File: config.mk
export PLATFORM = sky130hd
export DESIGN_NAME = ocd_ram
export DESIGN_NICKNAME = d
export VERILOG_FILES = /design/src/hw/rtl/ofdm_cp_removal_dft_demodulator_top_defines.svh /design/src/hw/rtl/ocd_ram.sv
export SDC_FILE = /design/constraint.sdc
export NUM_CORES = 2
export LEC_CHECK = 0
export CAP_MARGIN = 25
export CELL_PAD_IN_SITES_DETAIL_PLACEMENT = 1
export CELL_PAD_IN_SITES_GLOBAL_PLACEMENT = 2
export CORE_ASPECT_RATIO = 0.7
export CORE_MARGIN = 8
export CORE_UTILIZATION = 26
export CTS_BUF_LIST = sky130_fd_sc_hd__clkbuf_4
export DETAILED_ROUTE_END_ITERATION = 6
export DONT_BUFFER_PORTS = 1
export HOLD_SLACK_MARGIN = 0.12
export PLACE_DENSITY = 0.54
export SETUP_SLACK_MARGIN = 0.5
export SLEW_MARGIN = 15
export SYNTH_ARGS = -nofsm -noshare
export SYNTH_HDL_FRONTEND = slang
export SYNTH_SLANG_ARGS = --single-unit
File: constraint.sdc
create_clock -name clock -period 4.51 [get_ports clock]
set_clock_uncertainty 0.2 [all_clocks]
set_input_delay 0.451 -clock clock [delete_from_list [all_inputs] [get_ports clock]]
set_output_delay 0.451 -clock clock [all_outputs]
set_load 0.02 [all_outputs]
File: src/hw/rtl/ofdm_cp_removal_dft_demodulator_top_defines.svh
// Assertion macros for the OFDM demodulator.
`ifndef OFDM_CP_REMOVAL_DFT_DEMODULATOR_TOP_DEFINES_SVH
`define OFDM_CP_REMOVAL_DFT_DEMODULATOR_TOP_DEFINES_SVH
// Check that a condition implies a consequence on the same edge.
`define OCD_ASSERT_IMP(lbl, clk, rst, cond, cons, msg) \
   lbl: assert property (@(posedge clk) disable iff (rst) (cond) |-> (cons)) else $error(msg);
// Check that a condition implies a consequence on the next edge.
`define OCD_ASSERT_NXT(lbl, clk, rst, cond, cons, msg) \
   lbl: assert property (@(posedge clk) disable iff (rst) (cond) |=> (cons)) else $error(msg);
`endif

File: src/hw/rtl/ocd_ram.sv
// Generic single-port-write, registered-read RAM.
module ocd_ram #(
   parameter int WIDTH = 32,
   parameter int DEPTH = 64
) (
   input  logic                     clock,
   input  logic                     wr_en,
   input  logic [$clog2(DEPTH)-1:0] wr_addr,
   input  logic [WIDTH-1:0]         wr_data,
   input  logic [$clog2(DEPTH)-1:0] rd_addr,
   output logic [WIDTH-1:0]         rd_data
);
   logic [WIDTH-1:0] mem [DEPTH];
   always_ff @(posedge clock) begin
      if (wr_en) begin
         mem[wr_addr] <= wr_data;
      end
      rd_data <= mem[rd_addr];
   end
endmodule

---- Yosys cells after proc, flatten, opt, wreduce, memory -nomap -nowiden ----
Memory sizes are Yosys's and may differ from the RTL's. A register that Yosys moved wholly into a read port is not among the register bits.
Cells that the tools add are included.
word-level totals
  bits in registers ....................... 0
  bits in writable memories ............... 2048
  input port bits ......................... 46
  output and inout bits ................... 32
  logic and storage cells ................. 3
  memories kept ........................... 1
operators by class
  multiplexer cells ....................... 2
memory list
  name  words  width  read ports  clocked after Yosys merged registers in  write ports  RTL line       source
  mem   64     32     1           1                                        1            ocd_ram.sv:13  logic [WIDTH-1:0] mem [DEPTH];
operators with widths
  kind               count
  two-way mux 1 bit  2

---- Longest topological paths before layout ----
  word-level depth ........................ 2
  depth in mapped cells ................... 10
  mapped depth without buffers ............ 5

---- Worst setup path before layout ----
OpenSTA, ideal clock, no wires.
  path type ............................... input to register
  from .................................... input port wr_addr[3]
  to ...................................... memory mem[48][0], enable pin
  library setup time ...................... 0.461 ns
  arrival time ............................ 3.150 ns
  required time ........................... 3.849 ns
  path slack .............................. 0.699 ns
  stages on the path ...................... 4
  buffers on the path ..................... 1
  cells stage by stage .................... clkbuf_1 > nor2b_1 > nand4b_1 > nor3_1
RTL lines
  item         RTL line       source
  from (decl)  ocd_ram.sv:8   input logic [$clog2(DEPTH)-1:0] wr_addr,
  to (decl)    ocd_ram.sv:13
No word-level cell before the write port.

==> results.cfg <==
[run_status]
outcome = finished clean

[routing]
drcViolationCount = 0
wl_um = 247000
wl_per_cell_um = 29.6
firstDrtPassIters = 5
routed_via_density = 4.75
drtIter0Drc = 4410
ant_nets = 0
detailroute.via_count = 39629

[logic_synthesis]
synthesis.nets = 3370
synth_seq_cells = 2080
synth-edff-count = 2048
ys_async_sr_fraction_pct = 0
synthFlopType = edfxtp_1
netlist_area_um2 = 78500
synth_common_cells = 2048 x edfxtp_1, 544 x mux4_2, 137 x nor2_1, 93 x mux2i_1, 84 x o22ai_1
ys_seq_area_share_pct = 79.1
postSynthAreaPerCell_um2 = 23.6
synth_cell_types = 34
synth.area.top_cells = edfxtp_1 78%, mux4_2 16%, mux2i_1 1.2%
yosys.area.top_type = edfxtp_1
synth_top_cell_area_share_pct = 78.3
synth_warnings = 0
netlist_instances = 3324
yosysMostFrequentCell = edfxtp_1

[setup_path]
endpoint_kind = flip-flop
crit_path_start_kind = input pin
critical_path_arrival_ns = 4.81
worstSetupPathType = input pin to flip-flop
crit_fanout = 50
cp.required_ns = 5.36

[timing]
setup_viol = 0
fin_crit_ns = 3.96
tightest_slew_ns = 1.19
slew_headroom_pct = 20.6
final.hold.worst_slack_ns = 0.197
rsz0062_at_grt = false
fin_crit_sh_pct = 87.7
max_freq_mhz = 253
hold_violations = 0
maxSlewViolCount = 0
finalSetupTns_ns = 0

[power_and_ir_drop]
cellLeakagePower_nw = 29.5
ir_worst_vdd_v = 0.000231
power_density_nw_per_um2 = 426

[final_layout]
drive_gt1_share_pct = 37.4
syn2layout_area_growth_pct = 19.8
nets = 4032
multi_input_area_um2 = 16000
regArea_um2 = 62100
fill_cells = 29947

[placement]
dp_hpwl_um = 118000
portBuffers = 0
gp_congestion = 0.691

[global_routing]
grt_pass1_vias = 41606
antenna_found_initial = 27
grt_max_degree = 460
grt.total_usage_pct = 15.0
grt_pass1_wl_um = 338000
overflow = 0

[clock_network]
htree_levels = 6
clk_latency_ns = 1.22
cts_buffers = 531
cts_tree = built
clockRootBuffer = clkbuf_4
clockBufferDepth = 4
clk_pin_slew_ns = 0.07
clkSinkCount = 2080

[die]
die_width_um = 673
core-area_um2 = 300000
die_h_um = 476
row_count = 168
start_util_pct = 26.2
fp.dieArea_um2 = 320000
io_pins = 78

[min_path]
hold_class = input pin to flip-flop

[run]
max-cap-violations = 0
[final cells by class]
cell class	instances	share of cell area (%)
Antenna cell	14	0.0373
Clock buffer	768	6.13
Clock inverter	111	0.817
Multi-Input combinational cell	1062	17.0
Sequential cell	2080	66.1
Tap cell	3995	5.31
Timing Repair Buffer	311	4.62
[critical path, stage by stage]
cell and delay, ns:
buf_16 0.36, buf_16 0.32, buf_16 0.26, mux4_2 0.56, mux4_2 0.46, dlygate4sd3_1 0.57, o22ai_1 0.31, dlygate4sd3_1 0.73
nor2_1 0.07, dlygate4sd3_1 0.55
[power breakdown]
group	switching [W]	internal (W)
clock	0.00771	0.00851
combinational	0.00134	0.000938
sequential	0.000154	0.0214
total	0.00921	0.0308
[final timing paths]
path          startpoint           to  slack (ns)  cells after the start
max           rd_addr[0]  rd_data[30]        0.55                     10
min           rd_addr[0]  rd_data[14]        0.20                      6
max reg2reg  mem[20][30]  rd_data[30]        0.59                      7
min reg2reg   mem[12][8]   rd_data[8]        0.71                      5
[logic make-up after synthesis]
| group | share of synthesized area [%] |
|---|---|
| buf+inv | 1.13 |
| mux | 16.8 |
| compound gates | 1.67 |
| flops | 79.1 |
| simple gates | 1.27 |
[per-layer routing]
layer | routed length [um] | track usage (%) | part of all wire (%)
met1 | 114000 | 21.8 | 46
met4 | 3540 | 3.14 | 1.4
met5 | 27 | 0 | 0.011
met2 | 110000 | 22.6 | 45
met3 | 18900 | 3.72 | 7.7
[through the flow]
step	std cells	total power, W	setup WS, ns	cell area (um^2)	util [%]
2_1_floorplan	3324	0.0229	0.699	78500	-
3_3_place_gp	7238	0.0232	0.699	83900	28.0
4_1_cts	8317	0.0405	0.611	93700	31.3
3_5_place_dp	7245	0.0232	0.840	84000	28.0
5_1_grt	8329	0.0416	0.521	94000	31.3
6_report	8341	0.0400	0.553	94000	31.4
[state kept, by name, indices dropped and copies added, names as in the netlist]
register  count
rd_data      32
mem        2048
[cells in the final DEF, fill, tap and decap left out, types with 6 or more instances in the layout]
master | netlist | layout
a21oi_1 | 62 | 59
a22oi_1 | 12 | 12
a311oi_1 | 8 | 6
buf_12 | 0 | 9
buf_16 | 0 | 75
buf_4 | 25 | 99
bufinv_16 | 0 | 13
clkbuf_4 | 0 | 768
clkinv_1 | 0 | 73
dfxtp_1 | 32 | 32
diode_2 | 0 | 14
dlygate4sd3_1 | 0 | 117
edfxtp_1 | 2048 | 2048
inv_2 | 0 | 19
mux2i_1 | 93 | 93
mux4_2 | 544 | 544
nand2_1 | 26 | 26
nand2b_1 | 8 | 6
nor2_1 | 137 | 75
nor2_4 | 0 | 62
nor2b_1 | 15 | 15
o221ai_1 | 27 | 27
o22ai_1 | 84 | 84
[repair_timing]
| item | 4_1_cts | 5_1_grt |
|---|---|---|
| hold buffers | 193 | 0 |
| buffers inserted | 0 | 0 |
| gates resized for setup | 0 | 2 |
| setup endpoints to repair | 0 | 6 |
| endpoints found under the hold margin | 3652 | 0 |
(Power assumes the default switching activity.)
